File: src/rtl/dio_pkg.sv
// ---------------------------------------------------------------------------
// Disk I/O timer register block - shared definitions
// Beat payload types, operation codes, bus address map and the wavetable
// memory request struct.
// ---------------------------------------------------------------------------
package dio_pkg;

   localparam int WAVE_DEPTH  = 64;
   localparam int WAVE_ADDR_W = $clog2(WAVE_DEPTH);
   localparam int WAVE_DATA_W = 6;

   localparam logic [1:0] OP_TICK  = 2'd0;
   localparam logic [1:0] OP_READ  = 2'd1;
   localparam logic [1:0] OP_WRITE = 2'd2;

   localparam logic [15:0] ADDR_LATCH_LO = 16'h4020;
   localparam logic [15:0] ADDR_LATCH_HI = 16'h4021;
   localparam logic [15:0] ADDR_TIMER_CTL = 16'h4022;
   localparam logic [15:0] ADDR_IO_ENABLE = 16'h4023;
   localparam logic [15:0] ADDR_IRQ_ACK  = 16'h4024;
   localparam logic [15:0] ADDR_CONTROL  = 16'h4025;
   localparam logic [15:0] ADDR_STATUS   = 16'h4030;
   localparam logic [15:0] ADDR_DATA     = 16'h4031;
   localparam logic [15:0] ADDR_DISK     = 16'h4032;
   localparam logic [15:0] ADDR_EXT      = 16'h4033;
   localparam logic [15:0] ADDR_WAVE_WE  = 16'h4089;
   localparam logic [15:0] ADDR_OPEN_A   = 16'h4090;
   localparam logic [15:0] ADDR_OPEN_B   = 16'h4092;
   localparam logic [15:0] WAVE_BASE     = 16'h4040;
   localparam logic [15:0] WAVE_MASK     = 16'hffc0;

   localparam logic [2:0] DISK_STATUS_RESET = 3'd7;

   typedef struct packed {
      logic [1:0]  operation;
      logic [15:0] address;
      logic [7:0]  bus_data;
   } req_payload_type;

   typedef struct packed {
      logic [7:0] read_data;
      logic       irq_line;
      logic       mirror_select;
   } rsp_payload_type;

   typedef struct packed {
      logic                   rd_en;
      logic                   wr_en;
      logic [WAVE_ADDR_W-1:0] addr;
      logic [WAVE_DATA_W-1:0] data;
   } wave_req_type;

endpackage

File: src/rtl/disk_io_timer_register_block.sv
// ---------------------------------------------------------------------------
// Disk I/O timer register block
// Interval timer with interrupt, mirroring control and wavetable registers.
// ---------------------------------------------------------------------------
// Each req beat is a timer tick, a bus read or a bus write; each gives exactly
// one rsp beat carrying read data, the interrupt line level and the mirroring
// bit as they stand after that beat.
// Throughput: one beat per cycle while req_ready is high. Scalar registers and
// the wavetable read data update at the accepting edge; the merged result is
// written from stage register s1_ff into the output queue, and rsp_valid then rises.
// Results sit in a three-entry output queue. req_ready depends only on queue
// and stage occupancy, never combinationally on rsp_ready; when the receiver
// stalls, up to three results are held and then req_ready falls.
// The APB port (psel/penable/pwrite/paddr/pwdata/prdata/pready) holds the
// disk status register, with paddr not decoded; pready is tied high.
// Reset: synchronous, active high. Timer, flags and latch clear, disk status
// returns to 7, the wavetable reads as zero until written, queue empties.
// Writes to 0x4023 and the 0x4025 bits other than mirroring have no readback.
// ---------------------------------------------------------------------------
module disk_io_timer_register_block
   import dio_pkg::*;
(
   input  logic            clock,
   input  logic            reset,
   input  logic            req_valid,
   output logic            req_ready,
   input  req_payload_type req_payload,
   output logic            rsp_valid,
   input  logic            rsp_ready,
   output rsp_payload_type rsp_payload,
   input  logic            psel,
   input  logic            penable,
   input  logic            pwrite,
   input  logic [1:0]      paddr,
   input  logic [31:0]     pwdata,
   output logic [31:0]     prdata,
   output logic            pready
);

   localparam int QDEPTH = 3;

   typedef struct packed {
      logic       is_wave;
      logic [1:0] bus_hi;
      logic [7:0] base_data;
      logic       irq_line;
      logic       mirror_select;
   } stage_type;

   logic [2:0]  disk_status_ff;
   logic [15:0] timer_count_ff, timer_count_in;
   logic [15:0] timer_reload_ff, timer_reload_in;
   logic        timer_repeat_ff, timer_repeat_in;
   logic        timer_enable_ff, timer_enable_in;
   logic        mirror_bit_ff, mirror_bit_in;
   logic        pending_ff, pending_in;
   logic        line_ff, line_in;
   logic        wave_we_ff, wave_we_in;

   logic        s1_valid_ff;
   stage_type   s1_ff, s1_in;

   rsp_payload_type q_ff [QDEPTH];
   logic [1:0]  q_wr_ptr_ff, q_rd_ptr_ff, q_count_ff;
   logic [2:0]  occupancy;

   logic        accept, pop, in_wave;
   logic [15:0] count_dec;
   wave_req_type mem_req;
   logic [WAVE_DATA_W-1:0] wave_rd_data;
   rsp_payload_type s1_result;

   assign accept  = req_valid && req_ready;
   assign pop     = rsp_valid && rsp_ready;
   assign in_wave = (req_payload.address & WAVE_MASK) == WAVE_BASE;
   assign count_dec = timer_count_ff - 16'd1;

   assign occupancy = {1'b0, q_count_ff} + {2'b00, s1_valid_ff};
   assign req_ready = occupancy < 3'(QDEPTH);

   // ---- configuration port ----
   assign pready = 1'b1;
   assign prdata = {29'd0, disk_status_ff};

   always_ff @(posedge clock) begin
      if (reset) begin
         disk_status_ff <= DISK_STATUS_RESET;
      end else if (psel && penable && pwrite) begin
         disk_status_ff <= pwdata[2:0];
      end
   end

   // ---- register update for the accepted beat ----
   always_comb begin
      timer_count_in  = timer_count_ff;
      timer_reload_in = timer_reload_ff;
      timer_repeat_in = timer_repeat_ff;
      timer_enable_in = timer_enable_ff;
      mirror_bit_in   = mirror_bit_ff;
      pending_in      = pending_ff;
      line_in         = line_ff;
      wave_we_in      = wave_we_ff;
      s1_in           = '0;
      s1_in.bus_hi    = req_payload.bus_data[7:6];

      case (req_payload.operation)
         OP_TICK: begin
            if (timer_enable_ff && timer_count_ff != 16'd0) begin
               timer_count_in = count_dec;
               if (count_dec == 16'd0) begin
                  line_in         = 1'b1;
                  pending_in      = 1'b1;
                  timer_reload_in = 16'd0;
                  if (timer_repeat_ff) begin
                     timer_count_in = timer_reload_ff;
                  end else begin
                     timer_enable_in = 1'b0;
                  end
               end
            end
         end
         OP_READ: begin
            if (in_wave) begin
               s1_in.is_wave = 1'b1;
            end else begin
               case (req_payload.address)
                  ADDR_STATUS: begin
                     s1_in.base_data = {7'd0, pending_ff};
                     pending_in      = 1'b0;
                     line_in         = 1'b0;
                  end
                  ADDR_DATA, ADDR_EXT: s1_in.base_data = 8'd0;
                  ADDR_DISK: s1_in.base_data = {5'd0, disk_status_ff};
                  ADDR_OPEN_A, ADDR_OPEN_B: begin
                     s1_in.base_data = {req_payload.bus_data[7:6], 6'd0};
                  end
                  default: s1_in.base_data = req_payload.bus_data;
               endcase
            end
         end
         OP_WRITE: begin
            case (req_payload.address)
               ADDR_LATCH_LO: timer_reload_in[7:0]  = req_payload.bus_data;
               ADDR_LATCH_HI: timer_reload_in[15:8] = req_payload.bus_data;
               ADDR_TIMER_CTL: begin
                  timer_repeat_in = req_payload.bus_data[0];
                  timer_enable_in = req_payload.bus_data[1];
                  timer_count_in  = timer_reload_ff;
                  line_in         = 1'b0;
               end
               ADDR_IRQ_ACK: line_in = 1'b0;
               ADDR_CONTROL: mirror_bit_in = req_payload.bus_data[3];
               ADDR_WAVE_WE: wave_we_in = req_payload.bus_data[7];
               default: ;
            endcase
         end
         default: ;
      endcase

      s1_in.irq_line      = line_in;
      s1_in.mirror_select = mirror_bit_in;
   end

   always_comb begin
      mem_req       = '0;
      mem_req.addr  = req_payload.address[WAVE_ADDR_W-1:0];
      mem_req.data  = req_payload.bus_data[WAVE_DATA_W-1:0];
      mem_req.rd_en = accept && req_payload.operation == OP_READ && in_wave;
      mem_req.wr_en = accept && req_payload.operation == OP_WRITE && in_wave && wave_we_ff;
   end

   dio_wave_mem u_wave_mem (
      .clock   (clock),
      .reset   (reset),
      .mem_req (mem_req),
      .rd_data (wave_rd_data)
   );

   always_ff @(posedge clock) begin
      if (reset) begin
         timer_count_ff  <= '0;
         timer_reload_ff <= '0;
         timer_repeat_ff <= 1'b0;
         timer_enable_ff <= 1'b0;
         mirror_bit_ff   <= 1'b0;
         pending_ff      <= 1'b0;
         line_ff         <= 1'b0;
         wave_we_ff      <= 1'b0;
         s1_valid_ff     <= 1'b0;
      end else begin
         s1_valid_ff <= accept;
         if (accept) begin
            timer_count_ff  <= timer_count_in;
            timer_reload_ff <= timer_reload_in;
            timer_repeat_ff <= timer_repeat_in;
            timer_enable_ff <= timer_enable_in;
            mirror_bit_ff   <= mirror_bit_in;
            pending_ff      <= pending_in;
            line_ff         <= line_in;
            wave_we_ff      <= wave_we_in;
         end
      end
   end

   always_ff @(posedge clock) begin
      if (accept) begin
         s1_ff <= s1_in;
      end
   end

   // ---- merge wavetable data, then queue ----
   always_comb begin
      s1_result.read_data     = s1_ff.is_wave ? {s1_ff.bus_hi, wave_rd_data}
                                              : s1_ff.base_data;
      s1_result.irq_line      = s1_ff.irq_line;
      s1_result.mirror_select = s1_ff.mirror_select;
   end

   always_ff @(posedge clock) begin
      if (s1_valid_ff) begin
         q_ff[q_wr_ptr_ff] <= s1_result;
      end
   end

   always_ff @(posedge clock) begin
      if (reset) begin
         q_wr_ptr_ff <= '0;
         q_rd_ptr_ff <= '0;
         q_count_ff  <= '0;
      end else begin
         if (s1_valid_ff) begin
            q_wr_ptr_ff <= (q_wr_ptr_ff == 2'(QDEPTH - 1)) ? 2'd0 : q_wr_ptr_ff + 2'd1;
         end
         if (pop) begin
            q_rd_ptr_ff <= (q_rd_ptr_ff == 2'(QDEPTH - 1)) ? 2'd0 : q_rd_ptr_ff + 2'd1;
         end
         q_count_ff <= q_count_ff + {1'b0, s1_valid_ff} - {1'b0, pop};
      end
   end

   assign rsp_valid   = q_count_ff != 2'd0;
   assign rsp_payload = q_ff[q_rd_ptr_ff];

   // ---- checks ----
   a_no_overflow: assert property (@(posedge clock) disable iff (reset)
      occupancy <= 3'(QDEPTH))
      else $error("output queue overrun");

   a_status_clears_line: assert property (@(posedge clock) disable iff (reset)
      (accept && req_payload.operation == OP_READ && req_payload.address == ADDR_STATUS)
      |=> (!line_ff && !pending_ff && !s1_ff.irq_line))
      else $error("status read left interrupt asserted");

   a_expiry_raises: assert property (@(posedge clock) disable iff (reset)
      (accept && req_payload.operation == OP_TICK && timer_enable_ff
       && timer_count_ff == 16'd1)
      |=> (line_ff && pending_ff && timer_reload_ff == 16'd0))
      else $error("timer expiry did not raise interrupt");

   a_one_shot_stops: assert property (@(posedge clock) disable iff (reset)
      (accept && req_payload.operation == OP_TICK && timer_enable_ff
       && !timer_repeat_ff && timer_count_ff == 16'd1)
      |=> (!timer_enable_ff && timer_count_ff == 16'd0))
      else $error("one-shot timer kept running");

   a_no_write_read_clash: assert property (@(posedge clock) disable iff (reset)
      !(mem_req.rd_en && mem_req.wr_en))
      else $error("wavetable read and write in one beat");

endmodule

File: src/rtl/dio_wave_mem.sv
// ---------------------------------------------------------------------------
// Wavetable memory
// 64 x 6 single-port-write / one-read memory with registered read data and
// per-entry valid flags so that unwritten entries read as zero after reset.
// ---------------------------------------------------------------------------
module dio_wave_mem
   import dio_pkg::*;
(
   input  logic                   clock,
   input  logic                   reset,
   input  wave_req_type           mem_req,
   output logic [WAVE_DATA_W-1:0] rd_data
);

   logic [WAVE_DATA_W-1:0] mem_ff [WAVE_DEPTH];
   logic [WAVE_DEPTH-1:0]  valid_ff;
   logic [WAVE_DATA_W-1:0] rd_data_ff;
   logic                   rd_valid_ff;

   always_ff @(posedge clock) begin
      if (mem_req.wr_en) begin
         mem_ff[mem_req.addr] <= mem_req.data;
      end
      if (mem_req.rd_en) begin
         rd_data_ff <= mem_ff[mem_req.addr];
      end
   end

   // read-before-write on a shared edge is fine: one beat never both reads and writes
   always_ff @(posedge clock) begin
      if (reset) begin
         valid_ff    <= '0;
         rd_valid_ff <= 1'b0;
      end else begin
         if (mem_req.wr_en) begin
            valid_ff[mem_req.addr] <= 1'b1;
         end
         if (mem_req.rd_en) begin
            rd_valid_ff <= valid_ff[mem_req.addr];
         end
      end
   end

   assign rd_data = rd_valid_ff ? rd_data_ff : '0;

endmodule

File: config.mk
export PLATFORM = sky130hd
export DESIGN_NAME = disk_io_timer_register_block
export DESIGN_NICKNAME = d
export VERILOG_FILES = /design/src/rtl/dio_pkg.sv /design/src/rtl/disk_io_timer_register_block.sv /design/src/rtl/dio_wave_mem.sv
export SDC_FILE = /design/constraint.sdc
export NUM_CORES = 1
export LEC_CHECK = 0
export BUFFER_PORTS_ARGS = -buffer_cell sky130_fd_sc_hd__buf_2
export CORE_AREA = 2 2 249 312
export CTS_CLUSTER_DIAMETER = 30
export DETAILED_ROUTE_END_ITERATION = 8
export DIE_AREA = 0 0 251 314
export HOLD_SLACK_MARGIN = 0.02
export PLACE_DENSITY = 0.54
export SETUP_SLACK_MARGIN = 0.05
export SYNTH_ARGS = -nofsm -noshare
export SYNTH_HDL_FRONTEND = slang
export SYNTH_SLANG_ARGS = --single-unit
File: constraint.sdc
create_clock -name clock -period 3.7 [get_ports clock]
set_input_delay 0.74 -clock clock [delete_from_list [all_inputs] [get_ports clock]]
set_output_delay 0.74 -clock clock [all_outputs]
set_load 0.02 [all_outputs]
==> key figures, run 1 <==
Die
  • Horiz. Die Dim: 251 um
  • Starting density of the core: 29.76%
  • # IOs: 112
  • Core box area: 0.07578 mm2
  • DIE AREA: 0.07881 mm2
  • Die height: 314 um
  • Num rows: 113

Placement
  • Hpwl dp: 36400 um
  • Gp weighted congestion: 0.8055
  • Dpl ws: 45.94 ps
  • Placed instance area: 0.02474 mm2
  • PortBufs: 50

Status
  • Status: finished, final reports clean

Setup path
  • Kind of critical path: flop to flop
  • CP Cell Sequence: inv_1, ha_1, nor3b_1, xnor2_1, nor4bb_1, and4_1, nor2_1, o311ai_0
  • Setup crit end kind: flop
  • CP required: 4220 ps
  • Slowest-stage cell, CP: and4_1
  • CP Launch Type: flop
  • Worst EP arrival: 3890 ps
  • Worst stage delay on the critical path: 680 ps
  • Max Fanout on Critical Path: 17

Synth
  • Synth Warn #: 0
  • Netlist cell types: 67
  • Yosys top cell area share: 57.65%
  • Main area contributors after synthesis: edfxtp_1 (58%), mux4_2 (14%), dfxtp_1 (10%), nor2_1 (1.8%), o21a_1 (1.7%)
  • Main flop type after synthesis: edfxtp_1
  • Largest area contributor in the netlist: edfxtp_1
  • Flops & latches, synth: 548
  • EDFF count, synth: 433
  • Most numerous cell in the Yosys netlist: edfxtp_1
  • Sequential share of the synthesized area: 67.86%
  • Async SR Flop Fraction: 0%
  • Syn Area/Cell: 16.30 um2
  • Commonest cells in the netlist: edfxtp_1 (433), mux4_2 (142), dfxtp_1 (115)
  • Cells after Synth: 1384
  • Synthesized cell area: 0.02255 mm2

Power
  • Leak: 9.459 nW
  • Final Power: 16.78 mW
  • PD cells: 596.9 mW/mm2
  • Peak supply drop: 0.0003653 V

Global route
  • M2 GR Usage: 24.96%
  • GR Overflow Total: 0
  • Largest net degree at the start of global routing: 57
  • Antenna violations before repair: 0
  • Most used routing layer in global routing: met2
  • Met1 usage: 17.33%
  • Vias in the first global route: 13560
  • Met3 usage: 2.216%
  • Gr usage total: 14.17%
  • First-pass GRT wire length: 84540 um

CTS
  • Post-CTS sizing: 0
  • Clock Tree Buf Depth: 3
  • # hold bufs at CTS: 0
  • Worst-skew pair later-pin latency: 640 ps
  • CTS tree: yes
  • CTS Buf Count: 92
  • Post-CTS Setup Bufs: 0
  • Clock sink count: 548
  • CTS root buffer: clkbuf_16
  • CTS H-tree depth: 3
  • Clock edge transition at the registers on the reported setup and hold paths: 50 ps

Routing
  • WL final: 55410 um
  • Vias per cell: 4.962
  • Drt drc: 0
  • Vias: 13070
  • TritonRoute pass-1 iters: 5
  • Initial DRC count: 864
  • WL/cell: 21.04 um
  • Routed Antenna Nets: 0

STA
  • Final Hold Viols: 0
  • Relative slew slack: 23.01%
  • RSZ-0062 raised after global routing: no
  • Worst Slack Setup Final: 334.1 ps
  • Final setup violation count: 0
  • Final min period: 3366 ps
  • Final Max Tran Viols: 0
  • Least-Margin Pin Slew: 1155 ps
  • Period utilization: 90.97%
  • Fin Clk Skew: 25.29 ps
  • Final TNS setup: 0 ps
  • Achievable clock frequency: 297.1 MHz
  • Worst hold slack: 313.8 ps

Cells and area
  • Share of cells above drive strength 1: 31.04%
  • ANT cells: 0
  • Layout net count: 1651
  • Fin area: 0.02812 mm2
  • Layout area overhead: 24.67%

Worst hold path
  • Hold/Removal Path Class: primary input to flop

Run
  • Total of max-cap violations: 0
## cell families (layout without fill, tap and decap cells)
kind of cell    Yosys count  after routing  synth area share [%]
simple gates            327            327                 7.373
other cells               2             30               0.03330
compound gates          198            198                 6.230
flops                   548            548                 67.86
mux                     159            159                 14.95
buf+inv                 137            381                 2.935
xor+xnor                  6              6                0.2330
fa+ha+maj                 7              7                0.3883
## stage by stage
step / util [%] / instances
2_1_floorplan: - / 1412
3_3_place_gp: 32.65 / 2460
4_1_cts: 37.10 / 2633
6_report: 37.10 / 2633
5_1_grt: 37.10 / 2633
3_5_place_dp: 32.65 / 2460
## per-layer routing
| layer | wire length (um) | part of all wire (%) |
|---|---|---|
| met5 | 0 | 0 |
| met4 | 1629 | 2.9 |
| met3 | 2581 | 4.7 |
| met2 | 28420 | 51 |
| met1 | 22780 | 41 |
## cell usage in the layout (no fill, tap or decap), types with 10 or more instances in the layout
cell type	Yosys	final
edfxtp_1	433	433
mux4_2	142	142
buf_4	31	123
dfxtp_1	115	115
nor2_1	106	106
clkbuf_16	0	93
nand2_1	68	68
o21a_1	52	52
buf_2	7	48
conb_1	2	30
o21ai_0	25	25
inv_1	21	21
a21oi_1	21	21
nor3_1	18	18
nor4_1	17	17
o31ai_1	17	17
bufinv_16	0	17
nand3_1	16	16
nor2b_1	14	14
mux2i_1	14	14
nand4_1	13	13
buf_12	0	13
clkinv_2	0	11
clkbuf_1	57	11
or3_1	10	10
a31oi_1	10	10
o211ai_1	10	10
a22oi_1	10	10
## power by group
group	switching, mW	internal (mW)	total [mW]
registers	0.0522	6.73	6.78
clock network	3.14	5.99	9.12
logic	0.544	0.334	0.878
## worst max-delay path: cells and delay by family (launching register included)
kind                     cells  cell delay [ps]
AND/OR/NAND/NOR              4             1850
AO/OA/AOI/OAI                1              380
flip-flops                   1              370
adder cells (fa/ha/maj)      1              290
XOR/XNOR                     1              200
buffers and inverters        1              150
## layout make-up
| cell class | count | area [um2] |
|---|---|---|
| repair buffers | 185 | 1438 |
| multi-input cells | 727 | 6693 |
| inverters | 23 | 86.33 |
| clock inverters | 64 | 937.1 |
| fillers | 7028 | 47660 |
| flip-flops and latches | 548 | 15300 |
| clock buffers | 109 | 2437 |
| well taps | 977 | 1222 |
## state kept, by name (all words and copies together) (netlist names), 2 cells and up, named ones only
register               cells
disk_status_ff             3
q_wr_ptr_ff                2
q_ff                      30
timer_reload_ff           16
u_wave_mem.mem_ff        384
q_count_ff                 2
u_wave_mem.valid_ff       64
timer_count_ff            16
s1_ff                     13
q_rd_ptr_ff                2
u_wave_mem.rd_data_ff      6
## path summary, 6_finish.rpt
check,start,end,slack [ps],cells past startpoint
worst max-delay path,timer_count_ff[1],timer_count_ff[5],330,8
worst min register to register,timer_reload_ff[4],timer_reload_ff[4],450,2
worst max register to register,timer_count_ff[1],timer_count_ff[5],330,8
worst min-delay path,pwdata[0],disk_status_ff[0],310,3
Note: power is estimated with default switching activity, not from simulation.
==> run 2, diff against run 1 <==
--- a/config.mk
+++ b/config.mk
@@ -6,13 +6,12 @@
 export NUM_CORES = 1
 export LEC_CHECK = 0
 export BUFFER_PORTS_ARGS = -buffer_cell sky130_fd_sc_hd__buf_2
-export CORE_AREA = 2 2 249 312
+export CORE_AREA = 2 2 272 341
 export CTS_CLUSTER_DIAMETER = 30
 export DETAILED_ROUTE_END_ITERATION = 8
-export DIE_AREA = 0 0 251 314
+export DIE_AREA = 0 0 274 343
 export HOLD_SLACK_MARGIN = 0.02
-export PLACE_DENSITY = 0.54
-export SETUP_SLACK_MARGIN = 0.05
+export PLACE_DENSITY = 0.48
 export SYNTH_ARGS = -nofsm -noshare
 export SYNTH_HDL_FRONTEND = slang
 export SYNTH_SLANG_ARGS = --single-unit
==> run 2 against run 1 <==
Against the previous run:
- cell area rose by 1.7%
- cell count increased by 9.3%
- critical endpoint is now u_wave_mem.mem_ff[46][1]
- core utilization shrank 5.7 points
- global-route usage shrank 2.1 points
- largest cell class unchanged
==> key figures, run 2 (synthesis gave the netlist of run 1 again) <==
Die
  • Starting density of the core: 24.81%
  • Core box area: 0.09092 mm2
  • # IOs: 112
  • Horiz. Die Dim: 274 um
  • DIE AREA: 0.09398 mm2
  • Die height: 343 um
  • Num rows: 124

Power
  • Final Power: 17.16 mW
  • Peak supply drop: 0.0004095 V
  • PD cells: 600.3 mW/mm2
  • Leak: 9.546 nW

STA
  • Fin Clk Skew: 36.05 ps
  • Relative slew slack: 19.03%
  • Least-Margin Pin Slew: 1215 ps
  • Final min period: 3218 ps
  • Final setup violation count: 0
  • RSZ-0062 raised after global routing: no
  • Period utilization: 86.97%
  • Final Max Tran Viols: 0
  • Final Hold Viols: 0
  • Achievable clock frequency: 310.7 MHz

Routing
  • TritonRoute pass-1 iters: 5
  • Drt drc: 0
  • Routed Antenna Nets: 0
  • WL/cell: 19.61 um
  • Vias: 13040
  • Initial DRC count: 1013
  • WL final: 56430 um
  • Vias per cell: 4.534

Global route
  • Most used routing layer in global routing: met2
  • Largest net degree at the start of global routing: 56
  • Met3 usage: 2.023%
  • First-pass GRT wire length: 85490 um
  • Vias in the first global route: 13540
  • Gr usage total: 12.08%
  • GR Overflow Total: 0
  • M2 GR Usage: 21.57%
  • Met1 usage: 14.59%
  • Antenna violations before repair: 1

Cells and area
  • Layout filler cell count: 8937
  • Max FFs per register: 384
  • Largest Register: u_wave_mem.mem_ff
  • Most common cell after layout, fill and taps aside: edfxtp_1
  • ANT cells: 0
  • Fin util: 31.44%
  • Largest registers: u_wave_mem.mem_ff (384), u_wave_mem.valid_ff (64), q_ff (30)
  • Most frequent cells in the layout: edfxtp_1 (433), mux4_2 (142), buf_4 (124)
  • Share of cells above drive strength 1: 31.37%
  • Layout net count: 1662
  • Layout area overhead: 26.74%

Setup path
  • Worst stage delay on the critical path: 540 ps
  • Slowest-stage cell, CP: or4_4
  • CP Launch Type: flop
  • Kind of critical path: flop to flop
  • CP required: 4040 ps
  • Critical path launch point: s1_valid_ff
  • Worst EP arrival: 3560 ps
  • R2R Path Start: s1_valid_ff
  • Crit path top cell by count: ha_1
  • Setup crit end kind: flop
  • Worst R2R Path Depth: 9
  • CP Cell Sequence: ha_1, ha_1, a21oi_1, nand3_1, or4_4, nor2_2, nand2_1, nor2_1, buf_4
  • Max Fanout on Critical Path: 7

CTS
  • Clock sink count: 548
  • Worst-skew pair later-pin latency: 660 ps
  • Post-CTS sizing: 0
  • CTS tree: yes
  • Clock edge transition at the registers on the reported setup and hold paths: 50 ps
  • # hold bufs at CTS: 0
  • Post-CTS Setup Bufs: 0
  • CTS H-tree depth: 3
  • CTS root buffer: clkbuf_16
  • Clock Tree Buf Depth: 3
  • CTS Buf Count: 105

Worst hold path
  • Hold/Removal Path Class: primary input to flop
  • Worst Hold Launch: pwdata[2]
  • Hold depth: 3

Placement
  • Gp weighted congestion: 0.8340
  • Hpwl dp: 37340 um
  • PortBufs: 50

Run
  • Total of max-cap violations: 0

Status
  • Status: finished, final reports clean
run 2: cell type report:
| type | count | area, um2 | area share (%) |
|---|---|---|---|
| Clock inverter | 65 | 790.8 | 2.766 |
| Inverter | 23 | 86.33 | 0.3020 |
| Timing Repair Buffer | 183 | 1385 | 4.845 |
| Multi-Input combinational cell | 727 | 6693 | 23.41 |
| Tap cell | 1197 | 1498 | 5.239 |
| Sequential cell | 548 | 15300 | 53.54 |
| Clock buffer | 134 | 2829 | 9.896 |
run 2: per-layer routing:
metal	wire (um)	part of all wire [%]	vias up
met1	23670	42	6695
li1	-	-	5916
met5	12	0.021	-
met2	29040	51	336
met3	2254	4.0	94
met4	1459	2.6	2
run 2: report_power, final:
| group | total (mW) | internal, mW | switching, mW |
|---|---|---|---|
| Clock | 9.50 | 6.23 | 3.27 |
| Sequential | 6.79 | 6.74 | 0.0535 |
| Combinational | 0.874 | 0.329 | 0.545 |
run 2: worst paths after layout:
check                                                end  slack [ps]
worst max-delay path            u_wave_mem.mem_ff[46][1]         480
worst min-delay path                   disk_status_ff[2]         310
worst max register to register  u_wave_mem.mem_ff[46][1]         480
worst min register to register        timer_reload_ff[1]         450
run 2: worst max-delay path: cells and delay by family, from the launching register on:
kind / cells / cell delay (ps)
flip-flops: 1 / 360
buffers and inverters: 1 / 180
AO/OA/AOI/OAI: 1 / 280
adder cells (fa/ha/maj): 2 / 490
AND/OR/NAND/NOR: 5 / 1590
run 2: stage by stage:
step | worst slack (ps) | instances | cell area [um2] | hold WS (ps) | setup TNS, ps
6_report | 482.0 | 2877 | 28590 | 311.8 | 0
5_1_grt | 287.2 | 2877 | 28590 | 319.3 | 0
4_1_cts | 472.5 | 2877 | 28590 | 291.7 | 0
3_5_place_dp | -57.05 | 2678 | 24970 | 443.7 | -2300
3_3_place_gp | -60.68 | 2678 | 24970 | 438.1 | -2324
2_1_floorplan | 115.6 | 1412 | 22660 | 430.6 | 0
